$ cat src/hdl/epd_pkg.sv
`timescale 1ns / 1ps
// ----------------------------------------------------------------------------
// epd_pkg
// Shared types, constants and the microcode program for the seconds-to-date
// converter.
// ----------------------------------------------------------------------------
package epd_pkg;

    // Step addresses of the microcode program
    localparam int STEP_W = 4;
    typedef logic [STEP_W-1:0] step_t;

    localparam step_t STEP_IDLE     = 4'd0;
    localparam step_t STEP_DIV_DAY  = 4'd1;
    localparam step_t STEP_MOVT     = 4'd2;
    localparam step_t STEP_DIV_ERA  = 4'd3;
    localparam step_t STEP_ERA      = 4'd4;
    localparam step_t STEP_CENT     = 4'd5;
    localparam step_t STEP_DIV_QUAD = 4'd6;
    localparam step_t STEP_QUAD     = 4'd7;
    localparam step_t STEP_YEAR     = 4'd8;
    localparam step_t STEP_MON      = 4'd9;
    localparam step_t STEP_FIXM     = 4'd10;
    localparam step_t STEP_DIV_HOUR = 4'd11;
    localparam step_t STEP_HOUR     = 4'd12;
    localparam step_t STEP_DIV_MIN  = 4'd13;
    localparam step_t STEP_DONE     = 4'd14;

    // Datapath operations
    typedef enum logic [3:0] {
        OP_NOP,
        OP_DIV,     // one restoring-division bit against K << cnt
        OP_MOVT,    // park time of day, form day count from 0000-03-01
        OP_ERA,     // year = 400 * era
        OP_SPAN,    // bounded repeated subtract, add a year span
        OP_MON,     // bounded repeated subtract of month lengths
        OP_QUAD,    // year += 4 * quads
        OP_FIXM,    // day, civil month and year out; restart on time of day
        OP_HOUR,    // hour out
        OP_DONE     // minute, second out, strobe
    } op_t;

    // Constant selection for the subtract unit
    typedef enum logic [2:0] {
        K_DAY,
        K_ERA,
        K_CENT,
        K_QUAD,
        K_YEAR,
        K_HOUR,
        K_MIN,
        K_MONTH
    } ksel_t;

    // Loop condition: jump back to the same step while it holds
    typedef enum logic [1:0] {
        LOOP_NONE,
        LOOP_CNT,   // while count is nonzero
        LOOP_GE     // while count is nonzero and the subtract fits
    } loop_t;

    // One control word
    typedef struct packed {
        op_t        op;
        ksel_t      ksel;
        loop_t      loop;
        logic       cnt_param;   // count comes from the seconds width
        logic [3:0] cnt_init;
        step_t      nxt;
    } ucode_t;

    // Control from sequencer to datapath
    typedef struct packed {
        op_t   op;
        ksel_t ksel;
    } ctrl_t;

    // Constants
    localparam int KW = 18;
    localparam int TW = 17;                         // seconds within a day
    localparam logic [KW-1:0] SECS_PER_DAY   = 18'd86400;
    localparam logic [KW-1:0] DAYS_PER_ERA   = 18'd146097;
    localparam logic [KW-1:0] DAYS_PER_CENT  = 18'd36524;
    localparam logic [KW-1:0] DAYS_PER_QUAD  = 18'd1461;
    localparam logic [KW-1:0] DAYS_PER_YEAR  = 18'd365;
    localparam logic [KW-1:0] SECS_PER_HOUR  = 18'd3600;
    localparam logic [KW-1:0] SECS_PER_MIN   = 18'd60;
    // days from 0000-03-01 to 1970-01-01
    localparam logic [19:0]   EPOCH_DAY_OFS  = 20'd719468;
    localparam logic [15:0]   YEARS_PER_ERA  = 16'd400;
    localparam logic [15:0]   YEARS_PER_CENT = 16'd100;
    // March-based month index of January
    localparam logic [3:0]    MAR_JAN        = 4'd10;
    localparam logic [3:0]    MAR_TO_CIVIL   = 4'd2;

    // Month lengths, March first; February last and never subtracted
    function automatic logic [4:0] month_len_mar(input logic [3:0] m);
        logic [4:0] len;
        unique case (m)
            4'd0:    len = 5'd31;
            4'd1:    len = 5'd30;
            4'd2:    len = 5'd31;
            4'd3:    len = 5'd30;
            4'd4:    len = 5'd31;
            4'd5:    len = 5'd31;
            4'd6:    len = 5'd30;
            4'd7:    len = 5'd31;
            4'd8:    len = 5'd30;
            4'd9:    len = 5'd31;
            4'd10:   len = 5'd31;
            default: len = 5'd29;
        endcase
        return len;
    endfunction

    function automatic logic [KW-1:0] k_value(input ksel_t k, input logic [3:0] m);
        logic [KW-1:0] v;
        unique case (k)
            K_DAY:   v = SECS_PER_DAY;
            K_ERA:   v = DAYS_PER_ERA;
            K_CENT:  v = DAYS_PER_CENT;
            K_QUAD:  v = DAYS_PER_QUAD;
            K_YEAR:  v = DAYS_PER_YEAR;
            K_HOUR:  v = SECS_PER_HOUR;
            K_MIN:   v = SECS_PER_MIN;
            default: v = {{(KW-5){1'b0}}, month_len_mar(m)};
        endcase
        return v;
    endfunction

    function automatic ucode_t uc(input op_t op, input ksel_t k, input loop_t l,
                                  input logic cp, input logic [3:0] ci, input step_t n);
        ucode_t w;
        w.op        = op;
        w.ksel      = k;
        w.loop      = l;
        w.cnt_param = cp;
        w.cnt_init  = ci;
        w.nxt       = n;
        return w;
    endfunction

    // Microcode program
    function automatic ucode_t ucode_rom(input step_t s);
        ucode_t w;
        unique case (s)
            STEP_DIV_DAY:  w = uc(OP_DIV,  K_DAY,   LOOP_CNT,  1'b1, 4'd0,  STEP_MOVT);
            STEP_MOVT:     w = uc(OP_MOVT, K_DAY,   LOOP_NONE, 1'b0, 4'd0,  STEP_DIV_ERA);
            STEP_DIV_ERA:  w = uc(OP_DIV,  K_ERA,   LOOP_CNT,  1'b0, 4'd15, STEP_ERA);
            STEP_ERA:      w = uc(OP_ERA,  K_ERA,   LOOP_NONE, 1'b0, 4'd0,  STEP_CENT);
            STEP_CENT:     w = uc(OP_SPAN, K_CENT,  LOOP_GE,   1'b0, 4'd3,  STEP_DIV_QUAD);
            STEP_DIV_QUAD: w = uc(OP_DIV,  K_QUAD,  LOOP_CNT,  1'b0, 4'd4,  STEP_QUAD);
            STEP_QUAD:     w = uc(OP_QUAD, K_QUAD,  LOOP_NONE, 1'b0, 4'd0,  STEP_YEAR);
            STEP_YEAR:     w = uc(OP_SPAN, K_YEAR,  LOOP_GE,   1'b0, 4'd3,  STEP_MON);
            STEP_MON:      w = uc(OP_MON,  K_MONTH, LOOP_GE,   1'b0, 4'd11, STEP_FIXM);
            STEP_FIXM:     w = uc(OP_FIXM, K_MONTH, LOOP_NONE, 1'b0, 4'd0,  STEP_DIV_HOUR);
            STEP_DIV_HOUR: w = uc(OP_DIV,  K_HOUR,  LOOP_CNT,  1'b0, 4'd4,  STEP_HOUR);
            STEP_HOUR:     w = uc(OP_HOUR, K_HOUR,  LOOP_NONE, 1'b0, 4'd0,  STEP_DIV_MIN);
            STEP_DIV_MIN:  w = uc(OP_DIV,  K_MIN,   LOOP_CNT,  1'b0, 4'd5,  STEP_DONE);
            STEP_DONE:     w = uc(OP_DONE, K_MIN,   LOOP_NONE, 1'b0, 4'd0,  STEP_IDLE);
            default:       w = uc(OP_NOP,  K_DAY,   LOOP_NONE, 1'b0, 4'd0,  STEP_IDLE);
        endcase
        return w;
    endfunction

endpackage

$ cat src/hdl/epoch_seconds_to_date.sv
`timescale 1ns / 1ps
// Division steps produce one quotient bit per cycle through the shared
// compare-and-subtract unit, followed by the bounded year and month loops;
// the length of the day split grows with SECONDS_BITS.
// Throughput: one transaction at a time; busy is high until the last step.
// Reset: asynchronous, active low; clears the sequencer and the strobe.
// The done strobe lasts one cycle and the receiver cannot stall it.
// ----------------------------------------------------------------------------
// epoch_seconds_to_date
// Converts seconds since 1970-01-01 00:00:00 into Gregorian date and time of
// day with a microcoded sequencer driving a small division datapath.
// ----------------------------------------------------------------------------
module epoch_seconds_to_date #(
    parameter int SECONDS_BITS = 40
) (
    input  logic                    clk,
    input  logic                    rst_n,
    input  logic                    start,
    input  logic [SECONDS_BITS-1:0] epoch_seconds,
    output logic                    busy,
    output logic                    done,
    output logic [5:0]              second_of_minute,
    output logic [5:0]              minute_of_hour,
    output logic [4:0]              hour_of_day,
    output logic [4:0]              day_of_month,
    output logic [3:0]              month_index,
    output logic [15:0]             calendar_year
);
    import epd_pkg::*;

    localparam int CNT_W = $clog2(SECONDS_BITS - 16);

    ctrl_t            ctrl;
    logic [CNT_W-1:0] cnt;
    logic             ge;
    logic             accept;

    assign accept = start && !busy;

    epd_sequencer #(
        .SECONDS_BITS (SECONDS_BITS),
        .CNT_W        (CNT_W)
    ) u_seq (
        .clk   (clk),
        .rst_n (rst_n),
        .start (start),
        .ge    (ge),
        .busy  (busy),
        .ctrl  (ctrl),
        .cnt   (cnt)
    );

    epd_datapath #(
        .SECONDS_BITS (SECONDS_BITS),
        .CNT_W        (CNT_W)
    ) u_dp (
        .clk              (clk),
        .rst_n            (rst_n),
        .load             (accept),
        .epoch_seconds    (epoch_seconds),
        .ctrl             (ctrl),
        .cnt              (cnt),
        .ge               (ge),
        .done             (done),
        .second_of_minute (second_of_minute),
        .minute_of_hour   (minute_of_hour),
        .hour_of_day      (hour_of_day),
        .day_of_month     (day_of_month),
        .month_index      (month_index),
        .calendar_year    (calendar_year)
    );

    // an accepted transaction keeps the block busy
    a_accept_busy: assert property (@(posedge clk) disable iff (!rst_n)
        accept |=> busy)
        else $error("busy not raised after accepted transaction");

    // the strobe comes only after the program has finished
    a_done_idle: assert property (@(posedge clk) disable iff (!rst_n)
        done |-> !busy)
        else $error("result strobe while busy");

    // one strobe per transaction
    a_done_pulse: assert property (@(posedge clk) disable iff (!rst_n)
        done |=> !done)
        else $error("result strobe longer than one cycle");

    // time and date fields stay in range
    a_ranges: assert property (@(posedge clk) disable iff (!rst_n)
        done |-> (second_of_minute < 6'd60) && (minute_of_hour < 6'd60) &&
                 (hour_of_day < 5'd24) && (month_index < 4'd12) &&
                 (day_of_month != 5'd0))
        else $error("result field out of range");

endmodule

$ cat src/hdl/epd_sequencer.sv
`timescale 1ns / 1ps
// ----------------------------------------------------------------------------
// epd_sequencer
// Step counter, loop counter and conditional jumps over the microcode table.
// ----------------------------------------------------------------------------
module epd_sequencer #(
    parameter int SECONDS_BITS = 40,
    parameter int CNT_W        = 5
) (
    input  logic                 clk,
    input  logic                 rst_n,
    input  logic                 start,
    input  logic                 ge,
    output logic                 busy,
    output epd_pkg::ctrl_t       ctrl,
    output logic [CNT_W-1:0]     cnt
);
    import epd_pkg::*;

    // quotient bits of the day split, less one
    localparam logic [CNT_W-1:0] DAY_CNT = CNT_W'(SECONDS_BITS - 17);

    step_t            step_reg, step_next;
    logic [CNT_W-1:0] cnt_reg, cnt_next;
    logic             busy_reg, busy_next;
    ucode_t           word;
    logic             stay;

    function automatic logic [CNT_W-1:0] cnt_load(input ucode_t w);
        return w.cnt_param ? DAY_CNT : CNT_W'(w.cnt_init);
    endfunction

    // next step, loop count and busy
    always_comb
    begin
        word      = ucode_rom(step_reg);
        step_next = step_reg;
        cnt_next  = cnt_reg;
        busy_next = busy_reg;
        unique case (word.loop)
            LOOP_CNT: stay = (cnt_reg != '0);
            LOOP_GE:  stay = (cnt_reg != '0) && ge;
            default:  stay = 1'b0;
        endcase
        if (!busy_reg)
        begin
            if (start)
            begin
                step_next = STEP_DIV_DAY;
                cnt_next  = cnt_load(ucode_rom(STEP_DIV_DAY));
                busy_next = 1'b1;
            end
        end
        else if (stay)
        begin
            cnt_next = cnt_reg - 1'b1;
        end
        else
        begin
            step_next = word.nxt;
            cnt_next  = cnt_load(ucode_rom(word.nxt));
            busy_next = (word.nxt != STEP_IDLE);
        end
    end

    always_ff @(posedge clk or negedge rst_n)
    begin
        if (!rst_n)
        begin
            step_reg <= STEP_IDLE;
            cnt_reg  <= '0;
            busy_reg <= 1'b0;
        end
        else
        begin
            step_reg <= step_next;
            cnt_reg  <= cnt_next;
            busy_reg <= busy_next;
        end
    end

    assign busy      = busy_reg;
    assign cnt       = cnt_reg;
    assign ctrl.op   = busy_reg ? word.op : OP_NOP;
    assign ctrl.ksel = word.ksel;

endmodule

$ cat src/hdl/epd_datapath.sv
`timescale 1ns / 1ps
// ----------------------------------------------------------------------------
// epd_datapath
// Remainder and quotient registers around one shifted compare-and-subtract
// unit, plus year/month accumulators and the result registers.
// ----------------------------------------------------------------------------
module epd_datapath #(
    parameter int SECONDS_BITS = 40,
    parameter int CNT_W        = 5
) (
    input  logic                    clk,
    input  logic                    rst_n,
    input  logic                    load,
    input  logic [SECONDS_BITS-1:0] epoch_seconds,
    input  epd_pkg::ctrl_t          ctrl,
    input  logic [CNT_W-1:0]        cnt,
    output logic                    ge,
    output logic                    done,
    output logic [5:0]              second_of_minute,
    output logic [5:0]              minute_of_hour,
    output logic [4:0]              hour_of_day,
    output logic [4:0]              day_of_month,
    output logic [3:0]              month_index,
    output logic [15:0]             calendar_year
);
    import epd_pkg::*;

    // remainder holds the seconds or the day count from 0000-03-01; at least 33 bits
    localparam int AW = (SECONDS_BITS > 33) ? SECONDS_BITS : 33;
    localparam int QW = SECONDS_BITS - 16;

    logic [AW-1:0]    a_reg;
    logic [QW-1:0]    q_reg;
    logic [TW-1:0]    t_reg;
    logic [15:0]      y_reg;
    logic [3:0]       m_reg;
    logic             done_reg;
    logic [5:0]       sec_reg, min_reg;
    logic [4:0]       hour_reg, day_reg;
    logic [3:0]       mon_reg;
    logic [15:0]      year_reg;

    logic [KW-1:0]    kval;
    logic [CNT_W-1:0] shift;
    logic [AW-1:0]    kshift;
    logic [AW-1:0]    diff;
    logic             take;
    logic             late;
    logic [3:0]       civil;
    logic [15:0]      span;

    // shifted divisor never exceeds AW bits for any step of the program
    always_comb
    begin
        kval   = k_value(ctrl.ksel, m_reg);
        shift  = (ctrl.op == OP_DIV) ? cnt : '0;
        kshift = {{(AW-KW){1'b0}}, kval} << shift;
        ge     = (a_reg >= kshift);
        diff   = a_reg - kshift;
        take   = ge && (cnt != '0);
        late   = (m_reg >= MAR_JAN);
        civil  = late ? (m_reg - MAR_JAN) : (m_reg + MAR_TO_CIVIL);
        span   = (ctrl.ksel == K_CENT) ? YEARS_PER_CENT : 16'd1;
    end

    // working registers and results
    always_ff @(posedge clk)
    begin
        if (load)
        begin
            a_reg <= AW'(epoch_seconds);
            q_reg <= '0;
            m_reg <= '0;
        end
        else
        begin
            unique case (ctrl.op)
                OP_DIV:
                begin
                    q_reg <= {q_reg[QW-2:0], ge};
                    if (ge)
                        a_reg <= diff;
                end
                OP_MOVT:
                begin
                    t_reg <= a_reg[TW-1:0];
                    a_reg <= AW'(q_reg) + AW'(EPOCH_DAY_OFS);
                    q_reg <= '0;
                end
                OP_ERA:
                begin
                    y_reg <= q_reg[15:0] * YEARS_PER_ERA;
                    q_reg <= '0;
                end
                OP_SPAN:
                begin
                    if (take)
                    begin
                        a_reg <= diff;
                        y_reg <= y_reg + span;
                    end
                end
                OP_MON:
                begin
                    if (take)
                    begin
                        a_reg <= diff;
                        m_reg <= m_reg + 4'd1;
                    end
                end
                OP_QUAD:
                begin
                    y_reg <= y_reg + {q_reg[13:0], 2'b00};
                    q_reg <= '0;
                end
                OP_FIXM:
                begin
                    day_reg  <= a_reg[4:0] + 5'd1;
                    mon_reg  <= civil;
                    year_reg <= y_reg + {15'd0, late};
                    a_reg    <= AW'(t_reg);
                    q_reg    <= '0;
                end
                OP_HOUR:
                begin
                    hour_reg <= q_reg[4:0];
                    q_reg    <= '0;
                end
                OP_DONE:
                begin
                    min_reg <= q_reg[5:0];
                    sec_reg <= a_reg[5:0];
                end
                default:
                begin
                end
            endcase
        end
    end

    // result strobe
    always_ff @(posedge clk or negedge rst_n)
    begin
        if (!rst_n)
            done_reg <= 1'b0;
        else
            done_reg <= (ctrl.op == OP_DONE);
    end

    assign done             = done_reg;
    assign second_of_minute = sec_reg;
    assign minute_of_hour   = min_reg;
    assign hour_of_day      = hour_reg;
    assign day_of_month     = day_reg;
    assign month_index      = mon_reg;
    assign calendar_year    = year_reg;

endmodule

$ cat config.mk
export PLATFORM = sky130hd
export DESIGN_NAME = epoch_seconds_to_date
export DESIGN_NICKNAME = d
export VERILOG_FILES = /design/src/hdl/epd_pkg.sv /design/src/hdl/epoch_seconds_to_date.sv /design/src/hdl/epd_sequencer.sv /design/src/hdl/epd_datapath.sv
export SDC_FILE = /design/constraint.sdc
export NUM_CORES = 1
export LEC_CHECK = 0
export ABC_AREA = 1
export BUFFER_PORTS_ARGS = -buffer_cell sky130_fd_sc_hd__buf_2
export CAP_MARGIN = 30
export CORE_MARGIN = 2
export CORE_UTILIZATION = 58
export CTS_BUF_LIST = sky130_fd_sc_hd__clkbuf_4 sky130_fd_sc_hd__clkbuf_8
export DETAILED_ROUTE_END_ITERATION = 10
export PLACE_DENSITY = 0.84
export SLEW_MARGIN = 0
export SYNTH_ARGS = -nofsm -noshare
export SYNTH_HDL_FRONTEND = slang
export SYNTH_SLANG_ARGS = --single-unit
$ cat constraint.sdc
create_clock -name clk -period 4.54 [get_ports clk]
set_input_delay 0.908 -clock clk [delete_from_list [all_inputs] [get_ports clk]]
set_output_delay 0.908 -clock clk [all_outputs]
set_load 0.005 [all_outputs]
## Word level (Yosys, flattened, before mapping)

Memories as Yosys holds them, arrays and structs flattened. A register that Yosys moved wholly into a read port is not among the register bits.
Index checks and enable logic that the tools add are counted.

- Add/sub/neg operators: 10
- Multiply operators: 1
- $lt $le $gt $ge: 2
- Equality and inequality tests: 21
- Shifts and indexed selects: 1
- Muxes and demuxes: 27
- Bitwise logic cells: 1
- Reductions and logical operators: 20

Operators with widths:

| cell | count |
|---|---|
| 40-bit one-hot mux with 4 select lines | 1 |
| 18-bit one-hot mux with 7 select lines | 1 |
| 40-bit 2-to-1 mux | 3 |
| 16-bit one-hot mux with 3 select lines | 1 |
| 24-bit one-hot mux with 2 select lines | 1 |
| 40-bit >= comparator | 1 |
| 18-bit by 5-bit left shift with 40-bit output | 1 |
| 40-bit subtractor | 1 |
| 16-bit adder | 2 |
| 4-bit 2-to-1 mux | 7 |
| 24-bit by 20-bit adder with 25-bit output, second input constant | 1 |
| 5-bit 2-to-1 mux | 5 |
| 9-bit 2-to-1 mux | 2 |
| 16-bit by 1-bit adder with 16-bit output | 1 |
| 4-bit by 3-bit == test with 1-bit output, second input constant | 4 |
| 16-bit by 5-bit multiplier with 12-bit output, second input constant | 1 |
| 16-bit 2-to-1 mux | 1 |
| 2-bit AND reduction | 6 |
| 5-bit nonzero test | 2 |
| 3-bit == test, second input constant | 3 |
| 4-bit by 2-bit == test with 1-bit output, second input constant | 2 |
| 4-bit == test, second input constant | 2 |
| 7-bit 2-to-1 mux | 1 |
| 3-bit by 2-bit == test with 1-bit output, second input constant | 2 |
| other kinds (26) | 31 |

- Flip-flop bits (word level): 154
- Bits in read-only memories: 608
- Bits of input ports: 43
- Output and inout bits: 44
- Word-level logic and storage cells: 101
- Memories kept: 3

Memories:

| name | words | bits a word | rd ports | clocked after memory_dff | write ports | RTL line | source |
|---|---|---|---|---|---|---|---|
| (no name shown) | 16 | 18 | 1 | 0 | 0 | epd_pkg.sv:146 | `unique case (s)` |
| (no name shown) | 16 | 18 | 1 | 0 | 0 | epd_pkg.sv:146 |  |
| (no name shown) | 16 | 2 | 1 | 1 | 0 | epd_pkg.sv:99 | `unique case (m)` |

## Longest topological paths before layout

An unclocked memory read counts as a cell.

- Depth after elaboration: 13
- Gate-level depth with buffers: 37
- Gate-level depth less buffers: 36

## Cells and area by module

A second synthesis with hierarchy kept.

- Cells, all modules: 1783
- Area total of the unflattened synthesis: 13006.2 um2

Modules (own cells, without submodules):

| module | instances | cells an instance | area an instance (um2) | sequential area each (um2) |
|---|---|---|---|---|
| epd_datapath | 1 | 1628 | 11939.0 | 4078.9 |
| epd_sequencer | 1 | 153 | 1057.3 | 250.2 |
| epoch_seconds_to_date | 1 | 2 | 10.0 | 0.0 |

## Worst setup path before layout

Ideal clock, no wire load.

- Path type: flip-flop to flip-flop
- Start: register u_seq.step_reg[0]
- End: register u_dp.a_reg[0], enable pin
- Library setup time: 0.398 ns
- Arrival: 4.375 ns
- Required time: 4.142 ns
- Slack: -0.233 ns
- Cell stages (with the launch flop): 28
- Cell sequence: dfrtp_1 inv_1 ha_1 nand2_1 nand3_1 nand2_2 clkinv_2 nand2_4 nor2_8 nand2_4 buf_6 o21ai_2 nand2_1 nand3_1 nand2_1 o21ai_1 nand2_1 ha_1 nand2_1 nor2_1 nand3_1 nor2_1 nand2_1 nand3_1 nand2_1 nand2_2 o311ai_0 nand2_1

- Cells in the longest elaborated chain, start to end: 9
- Elaborated cells on any way between the ends: 24

Ends and longest elaborated chain:

| what | RTL line | source |
|---|---|---|
| start: declaration | epd_sequencer.sv:23 | `step_t step_reg, step_next;` |
| start signal: assignment | epd_sequencer.sv:76 | `step_reg <= step_next;` |
| memory read 16 x 18 bit (*) | -- |  |
| 4-bit 2-to-1 mux | epd_sequencer.sv:84 | `assign ctrl.op = busy_reg ? word.op : OP_NOP;` |
| 4-bit by 1-bit == test with 1-bit output | epd_datapath.sv:56, epd_datapath.sv:77 |  |
| 5-bit 2-to-1 mux | epd_datapath.sv:56 | `shift = (ctrl.op == OP_DIV) ? cnt : '0;` |
| 18-bit by 5-bit left shift with 40-bit output | epd_datapath.sv:57 | `kshift = {{(AW-KW){1'b0}}, kval} << shift;` |
| 40-bit >= comparator | epd_datapath.sv:58 | `ge = (a_reg >= kshift);` |
| 1-bit logical AND | epd_datapath.sv:60 | `take = ge && (cnt != '0);` |
| 3-bit by 1-bit inequality test with 1-bit output (no line) | -- |  |
| 3-bit AND reduction (no line) (*) | -- |  |
| end signal: assignment | epd_datapath.sv:71 | `a_reg <= AW'(epoch_seconds);` |
| end signal: assignment | epd_datapath.sv:82 | `a_reg <= diff;` |
| end signal: assignment | epd_datapath.sv:87 | `a_reg <= AW'(q_reg) + AW'(EPOCH_DAY_OFS);` |
| end: declaration | epd_datapath.sv:32 | `logic [AW-1:0] a_reg;` |

Mark *: on every way between the ends. The rest lies on a longest branch, timed or not.
A chain may end at the register's enable or synchronous reset.

## Worst setup path after layout

- Start: register u_seq.step_reg[2]
- End: register u_dp.a_reg[29], data pin

- Cells in the longest elaborated chain, start to end: 9
- Elaborated cells on any way between the ends: 23

Ends and longest elaborated chain:

| what | RTL line | source |
|---|---|---|
| memory read 16 x 18 bit (*) | -- |  |
| 4-bit 2-to-1 mux | epd_sequencer.sv:84 |  |
| 4-bit by 1-bit == test with 1-bit output | epd_datapath.sv:56, epd_datapath.sv:77 |  |
| 5-bit 2-to-1 mux | epd_datapath.sv:56 |  |
| 18-bit by 5-bit left shift with 40-bit output | epd_datapath.sv:57 |  |
| 40-bit subtractor | epd_datapath.sv:59 | `diff = a_reg - kshift;` |
| 40-bit 2-to-1 mux, on equally long branches | epd_datapath.sv:97, epd_datapath.sv:105, epd_datapath.sv:81 |  |
| 40-bit one-hot mux with 4 select lines (*) | epd_datapath.sv:77 | `unique case (ctrl.op)` |
| 40-bit 2-to-1 mux (*) | epd_datapath.sv:69 | `if (load)` |
| end signal: assignment | epd_datapath.sv:71 |  |
| end signal: assignment | epd_datapath.sv:99 | `a_reg <= diff;` |
| end signal: assignment | epd_datapath.sv:107 | `a_reg <= diff;` |

Mark *: on every way between the ends. The rest lies on a longest branch, timed or not. The select of a mux whose other input is x is not followed.

==> metrics.csv <==
metric,value,unit
via count of the first global-routing pass,12300,
number of standard cells after synthesis,1815,
path type of the worst setup path,reg -> reg,
most frequently used flop master after synthesis,sky130_fd_sc_hd__edfxtp_1,
input/output buffers,86,
required time reported for the critical path endpoint,4740,ps
ANT cells,0,
"non-filler cells, final",2251,
peak per-stage delay on the critical path,470,ps
cell-by-cell trace of the critical path,"ha_1, a21oi_2, nand2_2, inv_4, nand4_4, nor2_4, buf_4, nand2_1, nand3_1, nand3_1, nand3_1, nand2_1, o21ai_2, ha_2, a21oi_1, o21ai_0, a21oi_1, nand3_1, a21oi_2, xor2_1, o21ai_0",
critical path endpoint category,register,
placement row count,54,
grt ovf,0,
top layer reached by signal wires,met4,
Clock Tree Buf Depth,2,
initial drt markers,1513,
WHS,301,ps
worst-case setup slack after placement,-92.7,ps
"number of placed instances, taps included",2205,
layout-stage area growth over the synthesis result,17.5,%
setup slack of the critical path after layout,73.5,ps
"Distinct cells, synth",62,
hold violation total from the final report,0,
cell types with the largest area share after synthesis,"sky130_fd_sc_hd__edfxtp_1, sky130_fd_sc_hd__nand2_1, sky130_fd_sc_hd__ha_1",
summed instance area of the synthesized netlist,0.0131,mm²
Critical Path Stages,21,
synthesis-stage register bit count,156,
"commonest non-fill, non-tap cells in the layout","sky130_fd_sc_hd__nand2_1, sky130_fd_sc_hd__inv_1, sky130_fd_sc_hd__nor2_1",
Critical Path Start Type,register,
DRC violation count after routing,0,
number of enable-type register cells in the synthesized netlist,115,
count of final setup violators,0,
outcome,"finished, final reports clean",
Layout Nets,2114,
part of the Yosys area used for sequential elements,33.2,%
Met1 Wirelength,16800,µm
post-synthesis async set-or-reset flop share,7.05,%
most frequent standard cell in the layout excluding fill and tap cells,sky130_fd_sc_hd__nand2_1,
final antenna-violating net count,0,
clock tree from TritonCTS,yes,
Global Route Usage Sum,32.7,%
library cell used as clock root buffer,sky130_fd_sc_hd__clkbuf_8,
clock-pin slew on the worst setup and hold paths,90,ps
count of hold-fix buffers inserted at cts,0,
post-synthesis net count,1971,
antenna violations before repair,0,
average wire length per cell after detail routing,17.8,µm
cell type with the highest aggregate area in the netlist,sky130_fd_sc_hd__edfxtp_1,
horizontal die dimension,154,µm
slowest library cell on the worst path,sky130_fd_sc_hd__dfrtp_2,
Ports,87,
depth of the CTS H-tree,4,
Tmin final,4470,ps
overall routed net length,40100,µm
worst-case headroom to the max-slew limit,42.0,%
RD Place Congestion,1.04,
Die Ht,154,µm
CTS Sinks,156,
RSZ-0062 raised after global routing,yes,
dominant delay contributor by cell family on the critical path,compound AO/OA/AOI/OAI gates,
routed via count,13400,
Maximum Capacitance Violations,0,
total core area,0.0220,mm²
area of the die,0.0237,mm²
Routed met3 length,3710,µm
Yosys warnings,0,
ratio of cells with drive above 1 in the final layout,17.5,%
half-perimeter wire length after detailed placement,30300,µm
final worst path period share,98.4,%
maximum clock frequency,0.224,GHz
starting density of the core,59.4,%
clock skew,19.5,ps
actual transition at the worst max-transition pin,869,ps
Num CTS Buffers,17,
Max Transition Viols Final,0,
Fill cells,1792,
detailed route wirelength on metal2,17900,µm
maximum number of pins on one net before global-route repair,64,
"Max FO, Critical Path",6,
Mean Syn Cell Area,7.19,µm²
proportion of netlist area held by the largest area contributor,26.5,%
clock latency of the later-clocked register in the worst-skew pair,480,ps
arrival time worst endpoint,4670,ps
per-cell via count in the routed design,5.96,
first-pass GRT wire length,61800,µm
Critical Path Most Common Cell,sky130_fd_sc_hd__nand3_1,
type of the tightest min-delay check,in -> async,
number of buffers and inverters on the critical path,2,
"flip-flop count of the largest register, all copies and words added",40,
number of detailed-route iterations in the first pass,6,
logic depth of the worst register-to-register path,21,
[timing repair]
| item | 4_1_cts | 5_1_grt |
|---|---|---|
| pin swaps | 0 | 8 |
| setup endpoints to repair | 49 | 97 |
| setup buffers | 1 | 9 |
| resized for setup | 15 | 107 |
| cloned | 1 | 3 |
[cells in the mapped netlist (3+ instances only)]
master,n
sky130_fd_sc_hd__a21boi_0,3
sky130_fd_sc_hd__a221oi_1,5
sky130_fd_sc_hd__or2_2,9
sky130_fd_sc_hd__nand3_1,138
sky130_fd_sc_hd__nand4_1,22
sky130_fd_sc_hd__nor2_4,3
sky130_fd_sc_hd__nor2_2,5
sky130_fd_sc_hd__o21ai_0,81
sky130_fd_sc_hd__dfrtp_1,11
sky130_fd_sc_hd__buf_1,3
sky130_fd_sc_hd__o211ai_1,6
sky130_fd_sc_hd__a32o_1,3
sky130_fd_sc_hd__inv_1,209
sky130_fd_sc_hd__and3_1,3
sky130_fd_sc_hd__a21o_1,9
sky130_fd_sc_hd__nand2_2,4
sky130_fd_sc_hd__xnor2_1,17
sky130_fd_sc_hd__a21oi_1,134
sky130_fd_sc_hd__dfxtp_1,30
sky130_fd_sc_hd__o221ai_1,6
sky130_fd_sc_hd__a31oi_1,10
sky130_fd_sc_hd__o311ai_0,3
sky130_fd_sc_hd__nor2_1,158
sky130_fd_sc_hd__o21ai_1,36
sky130_fd_sc_hd__nand3b_1,5
sky130_fd_sc_hd__o22ai_1,4
sky130_fd_sc_hd__edfxtp_1,115
sky130_fd_sc_hd__ha_1,105
sky130_fd_sc_hd__o2111ai_1,4
sky130_fd_sc_hd__fa_1,8
sky130_fd_sc_hd__nor3_1,16
sky130_fd_sc_hd__nand2_1,506
sky130_fd_sc_hd__inv_2,15
sky130_fd_sc_hd__a41oi_1,3
sky130_fd_sc_hd__clkbuf_1,21
sky130_fd_sc_hd__buf_2,15
sky130_fd_sc_hd__o311ai_1,3
sky130_fd_sc_hd__nor4_1,6
sky130_fd_sc_hd__xor2_1,34
sky130_fd_sc_hd__o31ai_1,4
sky130_fd_sc_hd__o21bai_1,14
[cells by family after synthesis]
group                    count (synthesis)  share of synthesized area (%)
AND/OR/NAND/NOR                        886                           28.9
AO/OA/AOI/OAI                          339                           15.0
buffers and inverters                  269                           8.06
flip-flops                             156                           33.2
adder cells (fa/ha/maj)                113                           11.3
XOR/XNOR                                51                           3.42
multiplexers                             1                          0.173
[layout make-up]
| type | count | area (µm²) | share of cell area (%) |
|---|---|---|---|
| Multi-Input combinational cell | 1390 | 8190 | 53.4 |
| Tap cell | 280 | 350 | 2.29 |
| Clock inverter | 12 | 141 | 0.922 |
| Timing Repair Buffer | 167 | 1200 | 7.83 |
| Inverter | 226 | 853 | 5.57 |
| Clock buffer | 20 | 269 | 1.75 |
| Sequential cell | 156 | 4330 | 28.2 |
[worst paths after layout]
kind                                    from                 to  slack (ps)
hold reg to reg                u_dp.a_reg[8]      u_dp.t_reg[8]         480
max in group asynchronous              rst_n  u_seq.step_reg[2]        4010
setup / recovery           u_seq.step_reg[2]     u_dp.a_reg[29]          70
setup reg to reg           u_seq.step_reg[2]     u_dp.a_reg[29]          70
hold / removal                         rst_n          u_dp.done         300
min in group clk               u_dp.a_reg[8]      u_dp.t_reg[8]         480
[metal layers]
layer,GRT usage [%],up-vias
li1,-,6387
met1,44.7,6203
met2,51.4,708
met3,5.47,112
met5,0,-
met4,14.2,0
[stage by stage]
| stage | utilization [%] | area, µm² | setup TNS [ps] |
|---|---|---|---|
| floorplan | - | 13100 | 0 |
| global route | 69.8 | 15300 | -1150 |
| global placement | 64.6 | 14200 | -67.3 |
| detailed placement | 64.7 | 14200 | -2510 |
| finish | 69.8 | 15300 | 0 |
| CTS | 67.1 | 14700 | 0 |
Power is left out: the tool's default activity adds up to more than one toggle a clock period on the data nets, which glitch-free logic cannot reach.
